==> src/hdl/dhfk_pkg.sv <==
// Shared types, constants and arithmetic helpers for the DH kinematics chain.
package dhfk_pkg;

  localparam int JOINT_COUNT_DEF = 6;
  localparam int NUM_REGS        = 6;
  localparam int FULL_TURN       = 23040;
  localparam int HALF_TURN       = 11520;
  localparam int QUARTER_TURN    = 5760;
  localparam int WRAP_TURNS      = 6;
  localparam int ONE_Q14         = 16384;
  localparam int CORDIC_STEPS    = 16;
  localparam int TRIG_LAT        = CORDIC_STEPS + 2;
  localparam int DH_LAT          = 2;
  localparam int POS_MAX         = 524287;
  localparam int POS_MIN         = -524288;
  localparam logic signed [32:0] CORDIC_X0 = 33'sd652032874;

  typedef logic signed [15:0] q14_t;
  typedef logic signed [16:0] ang_t;
  typedef logic signed [16:0] tvec_t;
  typedef logic signed [19:0] pos_t;
  typedef logic [63:0]        dh_word_t;
  typedef logic [2:0]         cfg_idx_t;
  typedef q14_t               rot_t [3][3];
  typedef pos_t               pvec_t [3];

  // One joint's DH matrix; the bottom-left entry is always zero.
  typedef struct packed {
    q14_t  m00;
    q14_t  m01;
    q14_t  m02;
    q14_t  m10;
    q14_t  m11;
    q14_t  m12;
    q14_t  m21;
    q14_t  m22;
    tvec_t t0;
    tvec_t t1;
    q14_t  t2;
  } dh_mat_t;

  function automatic logic signed [22:0] atan_val(input logic [3:0] i);
    logic signed [22:0] v;
    case (i)
      4'd0:    v = 23'sd737280;
      4'd1:    v = 23'sd435242;
      4'd2:    v = 23'sd229970;
      4'd3:    v = 23'sd116736;
      4'd4:    v = 23'sd58595;
      4'd5:    v = 23'sd29326;
      4'd6:    v = 23'sd14667;
      4'd7:    v = 23'sd7334;
      4'd8:    v = 23'sd3667;
      4'd9:    v = 23'sd1833;
      4'd10:   v = 23'sd917;
      4'd11:   v = 23'sd458;
      4'd12:   v = 23'sd229;
      4'd13:   v = 23'sd115;
      4'd14:   v = 23'sd57;
      default: v = 23'sd29;
    endcase
    return v;
  endfunction

  // Q2.28 -> Q1.14, round half up (floor shift).
  function automatic logic signed [17:0] rnd14(input logic signed [32:0] v);
    logic signed [32:0] t;
    t = v + 33'sd8192;
    return 18'(t >>> 14);
  endfunction

  function automatic q14_t clamp_q14(input logic signed [17:0] v);
    q14_t r;
    if (v > 18'(ONE_Q14))       r = 16'(ONE_Q14);
    else if (v < 18'(-ONE_Q14)) r = 16'(-ONE_Q14);
    else                        r = 16'(v);
    return r;
  endfunction

endpackage

==> src/hdl/dhfk_dh_gen.sv <==
// Builds one joint's DH matrix from sine/cosine pairs, two stages.
module dhfk_dh_gen (
  input  logic              clk,
  input  logic              en,
  input  dhfk_pkg::q14_t    st_i,
  input  dhfk_pkg::q14_t    ct_i,
  input  dhfk_pkg::q14_t    sa_i,
  input  dhfk_pkg::q14_t    ca_i,
  input  logic signed [15:0] len_i,
  input  logic signed [15:0] dz_i,
  output dhfk_pkg::dh_mat_t mat_o
);

  logic signed [29:0] stca_r, stsa_r, ctca_r, ctsa_r;
  logic signed [30:0] lc_r, ls_r;
  dhfk_pkg::q14_t     st_r, ct_r, sa_r, ca_r;
  dhfk_pkg::dh_mat_t  mat_r;

  always_ff @(posedge clk) begin
    if (en) begin
      stca_r <= 30'(32'(st_i) * 32'(ca_i));
      stsa_r <= 30'(32'(st_i) * 32'(sa_i));
      ctca_r <= 30'(32'(ct_i) * 32'(ca_i));
      ctsa_r <= 30'(32'(ct_i) * 32'(sa_i));
      lc_r   <= 31'(32'(len_i) * 32'(ct_i));
      ls_r   <= 31'(32'(len_i) * 32'(st_i));
      st_r   <= st_i;
      ct_r   <= ct_i;
      sa_r   <= sa_i;
      ca_r   <= ca_i;
    end
  end

  // Negation comes after rounding.
  always_ff @(posedge clk) begin
    if (en) begin
      mat_r.m00 <= ct_r;
      mat_r.m01 <= -16'(dhfk_pkg::rnd14(33'(stca_r)));
      mat_r.m02 <= 16'(dhfk_pkg::rnd14(33'(stsa_r)));
      mat_r.m10 <= st_r;
      mat_r.m11 <= 16'(dhfk_pkg::rnd14(33'(ctca_r)));
      mat_r.m12 <= -16'(dhfk_pkg::rnd14(33'(ctsa_r)));
      mat_r.m21 <= sa_r;
      mat_r.m22 <= ca_r;
      mat_r.t0  <= 17'(dhfk_pkg::rnd14(33'(lc_r)));
      mat_r.t1  <= 17'(dhfk_pkg::rnd14(33'(ls_r)));
      mat_r.t2  <= dz_i;
    end
  end

  assign mat_o = mat_r;

endmodule

==> config.mk <==
export PLATFORM = sky130hd
export DESIGN_NAME = dhfk_dh_gen
export DESIGN_NICKNAME = d
export VERILOG_FILES = /design/src/hdl/dhfk_pkg.sv /design/src/hdl/dhfk_dh_gen.sv
export SDC_FILE = /design/constraint.sdc
export NUM_CORES = 2
export LEC_CHECK = 0
export BUFFER_PORTS_ARGS = -buffer_cell sky130_fd_sc_hd__buf_2
export CORE_MARGIN = 8
export CORE_UTILIZATION = 25
export CTS_CLUSTER_DIAMETER = 30
export DETAILED_ROUTE_END_ITERATION = 10
export GPL_TIMING_DRIVEN = 0
export PLACE_DENSITY = 0.47
export SLEW_MARGIN = 20
export SYNTH_ARGS = -nofsm -noshare
export SYNTH_HDL_FRONTEND = slang
export SYNTH_SLANG_ARGS = --single-unit
==> constraint.sdc <==
create_clock -name clk -period 12.75 [get_ports clk]
set_clock_uncertainty 0.05 [all_clocks]
set_input_delay 0.6375 -clock clk [delete_from_list [all_inputs] [get_ports clk]]
set_output_delay 0.6375 -clock clk [all_outputs]
set_load 0.01 [all_outputs]
# Word level (Yosys, flattened, before mapping)
# Index checks and enable logic that the tools add are counted.
[op_classes] add_sub_neg=8 n_mul=6
[ops] operator="30-bit by 15-bit adder with 30-bit output, second input constant" count=4
[ops] operator="16-bit by 16-bit multiplier with 30-bit output" count=4
[ops] operator="31-bit by 15-bit adder with 31-bit output, second input constant" count=2
[ops] operator="16-bit by 16-bit multiplier with 31-bit output" count=2
[ops] operator="16-bit negation" count=2
[word_totals] register_bits=424 word_cells=35 output_inout_bits=178

# Longest topological paths before layout
[logic_depth] depth_word=2 mapped_depth=26 mapped_depth_nobuf=24

# Worst setup path before layout
# No wires, ideal clock.
[synth_timing] path_kind="input port to flip-flop" startpoint="in ct_i[15]" endpoint="reg ctsa_r[28], data pin" cell_stages=24 setup_time_ps=258 t_arrival_ps=6364 slack_ps=6079 n_path_buf=2 cell_sequence="clkbuf_1 > clkbuf_1 > nand2_1 > inv_1 > fa_1 > inv_1 > fa_1 > fa_1 > inv_1 > fa_1 > fa_1 > inv_1 > fa_1 > inv_1 > ha_1 > a21o_1 > nor4b_1 > o31ai_1 > a31oi_1 > o311ai_1 > o41ai_1 > o21bai_1 > a21oi_1 > xnor2_1"
[synth_via] elab_chain_cells=1
[synth_rtl] item="start, declared" line="dhfk_dh_gen.sv:6" text="input dhfk_pkg::q14_t ct_i,"
[synth_rtl] item="16-bit by 16-bit multiplier with 30-bit output" line="dhfk_dh_gen.sv:24" text="ctsa_r <= 30'(32'(ct_i) * 32'(sa_i));"
[synth_rtl] item="end signal, assigned" line="dhfk_dh_gen.sv:24"
[synth_rtl] item="end, declared" line="dhfk_dh_gen.sv:14" text="logic signed [29:0] stca_r, stsa_r, ctca_r, ctsa_r;"
# No other way between the ends.
# A chain may end at the register's enable or synchronous reset.

# Worst setup path in the final report
[layout_timing] startpoint="in ct_i[11]" endpoint="reg ctsa_r[28], data pin"
# The elaborated chain is that of the path after synthesis.

==> qor.csv <==
stage;metric;value;unit
sta;minimum clock period;8570;ps
die;# IOs;276;
drt;drt first pass iters;5;
worst_setup_path;WP data arrival;9010;ps
die;Die X;536;um
sta;final period utilization;67.2;%
die;initial core utilization;25.0;%
grt;largest net degree at the start of global routing;103;
drt;top layer in use;met5;
yosys;Yosys top cell by area;fa_1;
worst_setup_path;FF-to-FF Start;stca_r[13];
place;IO Port Bufs;274;
yosys;largest cells by area after synthesis;fa_1, edfxtp_1, inv_1, ha_1, and2_1;
yosys;sequential cell area fraction in the yosys report;15.4;%
clocking;H-Tree Depth;3;
finish;nets;9227;
drt;Avg WL per Cell;22.1;um
grt;GRT Util Overall;16.8;%
worst_setup_path;R2R depth;11;
place;hpwl dp;198000;um
yosys;most frequent cell after synthesis;inv_1;
yosys;Post-Syn Nets;8816;
place;dpl cell area;0.0735;sq mm
drt;drc violations;0;
drt;Initial DRC Count;3157;
hold_path;Hold WC Path Type;primary input to flip-flop;
drt;vias per inst;4.38;
grt;vias in the first global route;51800;
sta;Fin. Hold Viols;0;
clocking;CTS root buf;clkbuf_16;
grt;total gr overflow;0;
clocking;TritonCTS clock tree;built;
yosys;ys async rst share;0;%
worst_setup_path;R2R Setup Slk;9530;ps
clocking;Clock Tree Buf Depth;4;
drt;Routed Antenna Nets;0;
yosys;syn_area_per_cell;10.0;sq um
drt;WL final;240000;um
die;Die H;536;um
sta;Fmax;117;MHz
yosys;ys flop type;edfxtp_1;
sta;max-slew violation count;0;
yosys;EDFF count, synth;346;
worst_setup_path;crit start category;primary input;
sta;Max transition margin;18.0;%
yosys;post-synth cell types;78;
worst_setup_path;CP Class;primary input to flip-flop;
worst_setup_path;top fanout value on the critical path;10;
clocking;postcts setup bufs;0;
grt;global-route wire length before repair;353000;um
clocking;Clk Latency, worst-skew pair;840;ps
job;max-cap violations;0;
yosys;Ys Warns;0;
yosys;most common library cells after synthesis;inv_1, fa_1, nand2_1;
finish;layout cells sized above 1;7.03;%
outcome;status;completed;
drt;metal2 WL;107000;um
worst_setup_path;crit path from;ct_i[11];
sta;RSZ-0062 raised after global routing;false;
worst_setup_path;Setup crit end;ctsa_r[28];
finish;cell area after layout;0.0776;sq mm
die;CORE AREA;0.270;sq mm
die;die area;0.287;sq mm
sta;setup tns final;0;ps
yosys;post-synthesis register bit count;346;
yosys;Syn Std Cell Area;0.0676;sq mm
drt;via count;47500;
sta;final setup fails;0;
drt;met1 WL;104000;um
finish;area grow syn2layout;14.9;%
worst_setup_path;Crit. End Element;flip-flop;
sta;Worst Tran Pin Value;1230;ps
die;Rows;191;
yosys;Cells after Synth;6754;
yosys;top-area cell type share of the netlist area;44.4;%
clocking;hold bufs inserted after CTS;21;
grt;initial antenna violation count;62;
drt;metal3 WL;19300;um
clocking;CTS sink cnt;346;
worst_setup_path;required time of the critical path;13190;ps
worst_setup_path;Reg-to-Reg End;mat_o[161];
clocking;TritonCTS Buffers;110;
clocking;Clock transition at path regs;40;ps
clocking;PostCTS Resize Cnt;0;
place;final RePlAce weighted congestion;0.918;
## flip-flops by register name (all words and copies together), names as in the netlist
register,count
ca_r,16
ct_r,16
ctca_r,17
ctsa_r,17
lc_r,18
ls_r,18
mat_o,178
sa_r,16
st_r,16
stca_r,17
stsa_r,17
## through the flow
stage               std cells  worst slack [ps]  hold WS [ps]  util (%)
floorplan                6754              6080           350         -
global placement        10600              3550           351      27.2
detailed placement      10600              3580           355      27.3
CTS                     10800              4380         0.582      28.7
global route            10800              3900          16.8      28.7
finish                  10800              4180          46.7      28.8
## critical path, stage by stage
cell and delay (ps):
buf_2 200, clkbuf_1 860, clkbuf_1 950, nand2_1 200, fa_1 590, inv_1 60, fa_1 490, fa_1 630
fa_1 450, fa_1 490, inv_1 50, fa_1 570, inv_1 70, ha_1 210, nor2_1 200, nor4b_1 390
o31ai_1 150, a31oi_1 360, o311ai_1 260, o41ai_1 630, o21bai_1 190, a21oi_1 210, xnor2_1 130
## layout by cell type, fill, tap and decap left out, drive strengths merged, types with 4 or more instances in the layout
master and n:
xnor2 221, a2111oi 4, and2 726, xor2 74, a21o 28, edfxtp 346
fa 1498, o2111ai 4, nor3 38, nor2b 12, clkinvlp 7, and3 29
nand3 79, nor2 145, a21oi 66, a31oi 15, bufinv 23, buf 294
o21bai 6, o21ai 44, o21a 16, o31ai 6, diode 20, or2 9
dlygate4sd3 21, clkinv 40, nand2b 43, clkbuf 422, inv 1690, nand2 784
and4 4, a32oi 5, ha 466, nand4 29, a211oi 9
## per-layer routing
layer | global-route usage, % | vias to the layer above
met3 | 3.93 | 487
met2 | 26.5 | 1883
met4 | 5.68 | 22
met1 | 22.6 | 24500
li1 | - | 20700
met5 | 0 | -
## cell families (layout without fill, tap and decap cells)
kind of cell	after synthesis	count (layout)	synth area share, %
flip-flops	346	346	15.4
AO/OA/AOI/OAI	229	229	2.25
adder cells (fa/ha/maj)	1964	1964	53.0
other	0	20	0
XOR/XNOR	295	295	3.84
AND/OR/NAND/NOR	1914	1914	14.3
multiplexers	6	6	0.106
buffers and inverters	2000	2497	11.1
## final cells by class
type / count / area [sq um]
Clock inverter: 75 / 1000
Multi-Input combinational cell: 4408 / 49600
Antenna cell: 20 / 50.0
Timing Repair Buffer: 299 / 1700
Clock buffer: 123 / 2800
Sequential cell: 346 / 10400
Buffer: 315 / 1230
Inverter: 1685 / 6320
Tap cell: 3570 / 4470
Fill cell: 28500 / 192000
## how the worst min path moves through the flow
stage                     startpoint    endpoint  slack, ps  depth (start not counted)
after global placement       st_r[6]  mat_o[120]        350                          0
final                       st_i[13]    st_r[13]         50                          1
after global routing         st_i[3]     st_r[3]         20                          1
after floorplan              st_r[0]  mat_o[114]        350                          0
after detailed placement     st_r[5]  mat_o[119]        350                          0
after CTS                    st_i[9]     st_r[9]        0.6                          1
Power is not shown: default switching activity piles up to over one toggle a cycle in this logic, so the estimate is an artifact.
