## config.mk

```make
export PLATFORM = sky130hd
export DESIGN_NAME = dhfk_cordic
export DESIGN_NICKNAME = d
export VERILOG_FILES = /design/src/hdl/dhfk_pkg.sv /design/src/hdl/dhfk_cordic.sv
export SDC_FILE = /design/constraint.sdc
export NUM_CORES = 2
export LEC_CHECK = 0
export BUFFER_PORTS_ARGS = -buffer_cell sky130_fd_sc_hd__buf_4
export CELL_PAD_IN_SITES_DETAIL_PLACEMENT = 0
export CELL_PAD_IN_SITES_GLOBAL_PLACEMENT = 1
export CORE_MARGIN = 2
export CORE_UTILIZATION = 25
export CTS_CLUSTER_DIAMETER = 100
export DETAILED_ROUTE_END_ITERATION = 16
export PLACE_DENSITY_LB_ADDON = 0.1
export SLEW_MARGIN = 10
export SYNTH_ARGS = -nofsm -noshare
export SYNTH_HDL_FRONTEND = slang
export SYNTH_SLANG_ARGS = --single-unit
```

## constraint.sdc

```tcl
create_clock -name clk -period 12.5 [get_ports clk]
set_input_delay 3.125 -clock clk [delete_from_list [all_inputs] [get_ports clk]]
set_output_delay 3.125 -clock clk [all_outputs]
set_load 0.02 [all_outputs]
```

## src/hdl/dhfk_pkg.sv

```systemverilog
// Shared types, constants and arithmetic helpers for the DH kinematics chain.
package dhfk_pkg;

  localparam int JOINT_COUNT_DEF = 6;
  localparam int NUM_REGS        = 6;
  localparam int FULL_TURN       = 23040;
  localparam int HALF_TURN       = 11520;
  localparam int QUARTER_TURN    = 5760;
  localparam int WRAP_TURNS      = 6;
  localparam int ONE_Q14         = 16384;
  localparam int CORDIC_STEPS    = 16;
  localparam int TRIG_LAT        = CORDIC_STEPS + 2;
  localparam int DH_LAT          = 2;
  localparam int POS_MAX         = 524287;
  localparam int POS_MIN         = -524288;
  localparam logic signed [32:0] CORDIC_X0 = 33'sd652032874;

  typedef logic signed [15:0] q14_t;
  typedef logic signed [16:0] ang_t;
  typedef logic signed [16:0] tvec_t;
  typedef logic signed [19:0] pos_t;
  typedef logic [63:0]        dh_word_t;
  typedef logic [2:0]         cfg_idx_t;
  typedef q14_t               rot_t [3][3];
  typedef pos_t               pvec_t [3];

  // One joint's DH matrix; the bottom-left entry is always zero.
  typedef struct packed {
    q14_t  m00;
    q14_t  m01;
    q14_t  m02;
    q14_t  m10;
    q14_t  m11;
    q14_t  m12;
    q14_t  m21;
    q14_t  m22;
    tvec_t t0;
    tvec_t t1;
    q14_t  t2;
  } dh_mat_t;

  function automatic logic signed [22:0] atan_val(input logic [3:0] i);
    logic signed [22:0] v;
    case (i)
      4'd0:    v = 23'sd737280;
      4'd1:    v = 23'sd435242;
      4'd2:    v = 23'sd229970;
      4'd3:    v = 23'sd116736;
      4'd4:    v = 23'sd58595;
      4'd5:    v = 23'sd29326;
      4'd6:    v = 23'sd14667;
      4'd7:    v = 23'sd7334;
      4'd8:    v = 23'sd3667;
      4'd9:    v = 23'sd1833;
      4'd10:   v = 23'sd917;
      4'd11:   v = 23'sd458;
      4'd12:   v = 23'sd229;
      4'd13:   v = 23'sd115;
      4'd14:   v = 23'sd57;
      default: v = 23'sd29;
    endcase
    return v;
  endfunction

  // Q2.28 -> Q1.14, round half up (floor shift).
  function automatic logic signed [17:0] rnd14(input logic signed [32:0] v);
    logic signed [32:0] t;
    t = v + 33'sd8192;
    return 18'(t >>> 14);
  endfunction

  function automatic q14_t clamp_q14(input logic signed [17:0] v);
    q14_t r;
    if (v > 18'(ONE_Q14))       r = 16'(ONE_Q14);
    else if (v < 18'(-ONE_Q14)) r = 16'(-ONE_Q14);
    else                        r = 16'(v);
    return r;
  endfunction

endpackage

```

## src/hdl/dhfk_cordic.sv

```systemverilog
// Pipelined sine/cosine: range fold, one CORDIC step per stage, rounding.
module dhfk_cordic (
  input  logic              clk,
  input  logic              en,
  input  dhfk_pkg::ang_t    ang_i,
  output dhfk_pkg::q14_t    sin_o,
  output dhfk_pkg::q14_t    cos_o
);

  localparam int N = dhfk_pkg::CORDIC_STEPS;

  logic [17:0]        u;
  logic [17:0]        rm;
  logic signed [17:0] r;
  logic signed [17:0] rf;
  logic               neg;

  logic signed [22:0] z_r   [N];
  logic               neg_r [N+1];
  logic signed [32:0] x_r   [N];
  logic signed [32:0] y_r   [N];

  logic signed [32:0] xo;
  logic signed [32:0] yo;
  dhfk_pkg::q14_t     sin_r;
  dhfk_pkg::q14_t     cos_r;

  // Wrap to [-half, half) then fold into [-quarter, quarter].
  always_comb begin
    u  = 18'(ang_i) + 18'(dhfk_pkg::FULL_TURN * 3);
    rm = u;
    for (int m = 1; m < dhfk_pkg::WRAP_TURNS; m++) begin
      if (u >= 18'(m * dhfk_pkg::FULL_TURN)) rm = u - 18'(m * dhfk_pkg::FULL_TURN);
    end
    if (rm >= 18'(dhfk_pkg::HALF_TURN)) r = $signed(rm) - 18'(dhfk_pkg::FULL_TURN);
    else                                r = $signed(rm);
    rf  = r;
    neg = 1'b0;
    if (r > 18'(dhfk_pkg::QUARTER_TURN)) begin
      rf  = r - 18'(dhfk_pkg::HALF_TURN);
      neg = 1'b1;
    end else if (r < 18'(-dhfk_pkg::QUARTER_TURN)) begin
      rf  = r + 18'(dhfk_pkg::HALF_TURN);
      neg = 1'b1;
    end
  end

  always_ff @(posedge clk) begin
    if (en) begin
      z_r[0]   <= 23'(rf) <<< 8;
      neg_r[0] <= neg;
    end
  end

  for (genvar i = 0; i < N; i++) begin : g_step
    logic signed [32:0] xi;
    logic signed [32:0] yi;
    logic signed [22:0] at;
    if (i == 0) begin : g_first
      assign xi = dhfk_pkg::CORDIC_X0;
      assign yi = '0;
    end else begin : g_next
      assign xi = x_r[i-1];
      assign yi = y_r[i-1];
    end
    assign at = dhfk_pkg::atan_val(4'(i));

    always_ff @(posedge clk) begin
      if (en) begin
        if (!z_r[i][22]) begin
          x_r[i] <= xi - (yi >>> i);
          y_r[i] <= yi + (xi >>> i);
        end else begin
          x_r[i] <= xi + (yi >>> i);
          y_r[i] <= yi - (xi >>> i);
        end
        neg_r[i+1] <= neg_r[i];
      end
    end

    if (i < N - 1) begin : g_z
      always_ff @(posedge clk) begin
        if (en) z_r[i+1] <= z_r[i][22] ? z_r[i] + at : z_r[i] - at;
      end
    end else begin : g_zlast
      logic unused_at;
      assign unused_at = ^at;
    end
  end

  assign xo = (x_r[N-1] + 33'sd32768) >>> 16;
  assign yo = (y_r[N-1] + 33'sd32768) >>> 16;

  always_ff @(posedge clk) begin
    if (en) begin
      cos_r <= neg_r[N] ? -dhfk_pkg::clamp_q14(18'(xo)) : dhfk_pkg::clamp_q14(18'(xo));
      sin_r <= neg_r[N] ? -dhfk_pkg::clamp_q14(18'(yo)) : dhfk_pkg::clamp_q14(18'(yo));
    end
  end

  assign sin_o = sin_r;
  assign cos_o = cos_r;

endmodule

```

---- Word level (Yosys, flattened, before mapping) ----
Memories as Yosys holds them, arrays and structs flattened.
Index checks and enable logic that the tools add are counted.
cells by class
  add/subtract/negate cells ............... 103
  magnitude comparators ................... 12
  mux-type cells .......................... 163
  bitwise operators ....................... 32
operator list
  cell                                            number
  two-way mux 33 bit                              32
  two-way mux 23 bit                              15
  two-way mux 16 bit                              8
  two-way mux 18 bit                              6
  two-way mux 1 bit                               100
  adder 33 x 17 -> 33 bit, second input constant  2
  adder 33 x 18 -> 33 bit                         2
  adder 33 x 19 -> 33 bit                         2
  adder 33 x 20 -> 33 bit                         2
  adder 33 x 21 -> 33 bit                         2
  adder 33 x 22 -> 33 bit                         2
  adder 33 x 23 -> 33 bit                         2
  adder 33 x 24 -> 33 bit                         2
  adder 33 x 25 -> 33 bit                         2
  adder 33 x 26 -> 33 bit                         2
  adder 33 x 27 -> 33 bit                         2
  adder 33 x 28 -> 33 bit                         2
  adder 33 x 29 -> 33 bit                         2
  adder 33 x 30 -> 33 bit                         2
  adder 33 x 31 -> 33 bit                         2
  adder 33 x 32 -> 33 bit                         2
  subtractor 33 x 18 -> 33 bit                    2
  subtractor 33 x 19 -> 33 bit                    2
  subtractor 33 x 20 -> 33 bit                    2
  59 further kinds                                111
word-level totals
  register bits after elaboration ......... 32
  RAM bits ................................ 1441
  input bits .............................. 19
  output and inout bits ................... 32
  word-level logic and storage cells ...... 316
  memories ................................ 4
memory list
  memory  depth  width  read ports  clocked after Yosys merged registers in  wr ports  RTL line           source
  x_r     16     33     16          0                                        16        dhfk_cordic.sv:20  logic signed [32:0] x_r [N];
  y_r     16     33     16          0                                        16        dhfk_cordic.sv:21  logic signed [32:0] y_r [N];
  z_r     16     23     16          0                                        16        dhfk_cordic.sv:18  logic signed [22:0] z_r [N];
  neg_r   17     1      17          0                                        17        dhfk_cordic.sv:19  logic neg_r [N+1];

---- Depth between registers and ports, before layout ----
  word-level depth ........................ 12
  depth in mapped cells ................... 27
  depth with buffers taken out ............ 23

---- Worst setup path after synthesis ----
No wires, ideal clock.
  path kind ............................... in2reg
  from .................................... in ang_i[9]
  to ...................................... mem z_r[0][16], data pin
  setup time .............................. 0.258 ns
  data arrival time ....................... 7.986 ns
  required time ........................... 12.242 ns
  path slack .............................. 4.256 ns
  stages on the path ...................... 26
  buffers on the path ..................... 3
  cells stage by stage .................... clkbuf_1 inv_1 ha_1 buf_6 xor2_1 inv_2 ha_1 inv_1 o21ai_0 nor4_1 o21a_1 clkbuf_1 o211ai_1 a32oi_2 xnor2_2 a31o_4 o21ai_4 xor2_2 inv_2 ha_1 inv_1 nand2_1 o2111ai_1 a21oi_1 or2_2 xnor2_1
RTL lines
  item             RTL line           source
  start, declared  dhfk_cordic.sv:5   input dhfk_pkg::ang_t ang_i,
  end, declared    dhfk_cordic.sv:18

==> impl_metrics.yaml <==
run_status:
  outcome: "finished clean"
floorplanning:
  io_pins: 51
  initial_core_util_pct: 25.1
  die_x_um: 658
  dieArea_um2: 433000
  rows: 240
  die_y_um: 658
  coreArea_um2: 427000
setup_path:
  crit_top_cell: "o21ai_0"
  critPathMaxFanout: 76
  cp_cell_sequence: "buf_16 -> buf_12 -> and2_2 -> nor2_1 -> xnor2_1 -> ha_1 -> o21ai_0 -> a21boi_0 -> o21ai_0 -> nand2_1 -> a31oi_1 -> o21bai_1 -> a41oi_1 -> a211o_1 -> o2111a_1 -> o31ai_1 -> a21boi_0 -> o21ai_0 -> xor2_1"
  start_kind: "input pin"
  regToRegSetupSlack_ns: 6.05
  criticalPathCategory: "in2reg"
  worstPathRequired_ns: 13.16
  max_stage_delay_ns: 0.78
  cp-end-kind: "flop"
  crit_path_top_delay_cell: "and2_2"
  arrival_ns: 8.92
yosys:
  synthArstFlopShare_pct: 0
  yosysSeqAreaShare_pct: 36.3
  avgSynthCellArea_um2: 9.68
  ys_ff_latch: 1295
  synth_nets: 12300
  syn_area_um2: 107000
  yosysWarnings: 0
  synth_cells: 11100
  yosys_most_used_dff: "edfxtp_1"
  synth.distinct_cells: 98
  synth-edff-count: 1295
drt:
  wl_per_cell_um: 19.5
  drc_errors: 0
  avgViaCountPerCell: 4.78
  vias: 81300
  firstDrtPassIters: 5
  drt_iter0_drc: 4097
  totalWireLength_um: 331000
  postRouteAntennaNets: 0
cts:
  ctsResizeCount: 0
  htree_num_levels: 4
  clock-root-buffer: "clkbuf_16"
  postCtsSetupRepairBufs: 0
  holdBufCountCts: 0
  clock_sinks: 1295
  cts_buffer_depth: 4
  cts_tree: "done"
  cts.clk_slew.worst_paths_ns: 0.06
  clkLatencyLatePin_ns: 0.91
  cts_inserted_buffers: 185
sta:
  final-setup-viol-count: 0
  worstMarginPinSlew_ns: 1.15
  max_slew_margin_pct: 23.1
  fin_skew_ns: 0.0594
  drv_slew: 0
  finalHoldViolations: 0
  setup_tns_ns: 0
  period_share_pct: 66.1
  post-route-min-period_ns: 8.26
  max_freq_mhz: 121
  rsz0062_at_grt: "no"
layout:
  nNetsFinal: 12500
  areaGrowthSynthToFinish_pct: 12.4
  drive_above_1_share_pct: 5.08
  fill_cells: 44600
global_routing:
  antenna_found_initial: 3
  grt_overflow: 0
  grt_start_max_net_pins: 149
  grt_usage_pct: 14.9
  grt_pass1_vias: 81100
  grt_pass1_wl_um: 507000
run:
  maxCapViolations: 0
place:
  routabilityCongestion: 0.816
  io_buffers: 50
  detailed_place_hpwl_um: 266000
hold_path:
  hold_path.class: "reg2reg"
[cells by family (layout without fill, tap and decap cells)]
group	after synthesis	after routing	share of synthesized area [%]
other	0	3	0
adder cells (fa/ha/maj)	1266	1266	15.1
AO/OA/AOI/OAI	2869	2869	16.9
multiplexers	92	92	0.905
AND/OR/NAND/NOR	3122	3122	14.4
buffers and inverters	728	991	2.58
XOR/XNOR	1682	1682	13.8
flip-flops	1295	1295	36.3
[Yosys cell counts, drive strengths merged (156+ instances only)]
cell	instances	area [µm²]
nor3	417	2090
edfxtp	1295	38900
inv	537	2020
a21oi	976	4890
xor2	508	4460
o21bai	183	1370
nand3	247	1240
clkbuf	156	586
nor2	816	3060
o21ai	535	2690
nand2	628	2360
xnor2	1174	10300
a21o	258	1940
a31oi	164	1040
ha	1225	15300
nand2b	201	1260
[final timing paths]
check	start	to	depth (start not counted)
worst min register to register	neg_r[0][10]	neg_r[0][11]	0
worst min-delay path	neg_r[0][10]	neg_r[0][11]	0
worst max-delay path	en	y_r[1][229]	19
worst max register to register	z_r[0][68]	x_r[0][97]	17
[critical path, delay by kind of cell]
family / cells / cell delay [ns]
buffers and inverters: 2 / 0.77
AOI/OAI and AO/OA: 11 / 3.13
xor gates and xnor gates: 2 / 0.26
and+or+nand+nor: 3 / 1.03
adders and majority gates: 1 / 0.34
[cell usage in the layout (no fill, tap or decap), types with 36 or more instances in the layout]
cell / Yosys / routed
or2_2: 82 / 82
xnor2_1: 1172 / 1172
inv_1: 534 / 534
nand3_1: 247 / 247
xor2_1: 506 / 506
o21ai_0: 523 / 522
nor4_1: 93 / 93
o31ai_1: 128 / 128
nand2b_1: 201 / 201
mux2i_1: 54 / 54
a211oi_1: 55 / 55
nor2b_1: 139 / 139
a31oi_1: 163 / 162
o31a_1: 38 / 38
fa_1: 41 / 41
o41ai_1: 52 / 52
ha_1: 1225 / 1225
a21oi_1: 975 / 975
o21a_1: 88 / 88
nand4_1: 49 / 49
nor2_1: 816 / 816
nand2_1: 628 / 628
nor3b_1: 36 / 36
o211ai_1: 81 / 81
or3_1: 92 / 92
edfxtp_1: 1295 / 1295
or4_1: 69 / 69
nor3_1: 416 / 416
a21o_1: 258 / 258
and2_1: 46 / 45
o21bai_1: 183 / 183
mux2_2: 37 / 37
and3_1: 126 / 126
a21boi_0: 70 / 70
clkbuf_16: 0 / 189
buf_4: 2 / 120
[routing by layer]
layer  wire length (µm)  track usage (%)  vias up  share of wire [%]
met2             159000             26.0      856                 48
li1                   -                -    41100                  -
met5                  0                0        -                  0
met4               6210             2.90        0                1.9
met1             158000             19.9    39000                 48
met3               8290             1.56      290                2.5
[state kept, by name, indices dropped and copies added (netlist names)]
name   flops
z_r      310
x_r      455
cos_o     16
neg_r     17
y_r      481
sin_o     16
[per-stage QoR]
| step | worst slack (ns) | area [µm²] | utilization [%] | instances | hold WS, ns |
|---|---|---|---|---|---|
| finish | 4.24 | 120000 | 28.2 | 17000 | 0.418 |
| global route | 3.72 | 120000 | 28.2 | 17000 | 0.422 |
| CTS | 4.33 | 120000 | 28.2 | 17000 | 0.421 |
| detailed placement | 3.30 | 114000 | 26.8 | 16700 | 0.405 |
| global placement | 3.29 | 114000 | 26.8 | 16700 | 0.403 |
| floorplan | 4.26 | 107000 | - | 11100 | 0.400 |
[final cells by class]
type	instances	area [µm²]	share of cell area, %
timing repair buffer	125	1010	0.838
antenna	3	7.51	0.00624
clock buffer	217	4830	4.02
multi-input combinational	9031	65400	54.4
inverter	538	2020	1.68
clock inverter	111	1020	0.850
sequential	1295	38900	32.3
tap	5687	7120	5.92
Power is left out: the tool's default activity adds up to more than one toggle a clock period on the data nets, which glitch-free logic cannot reach.
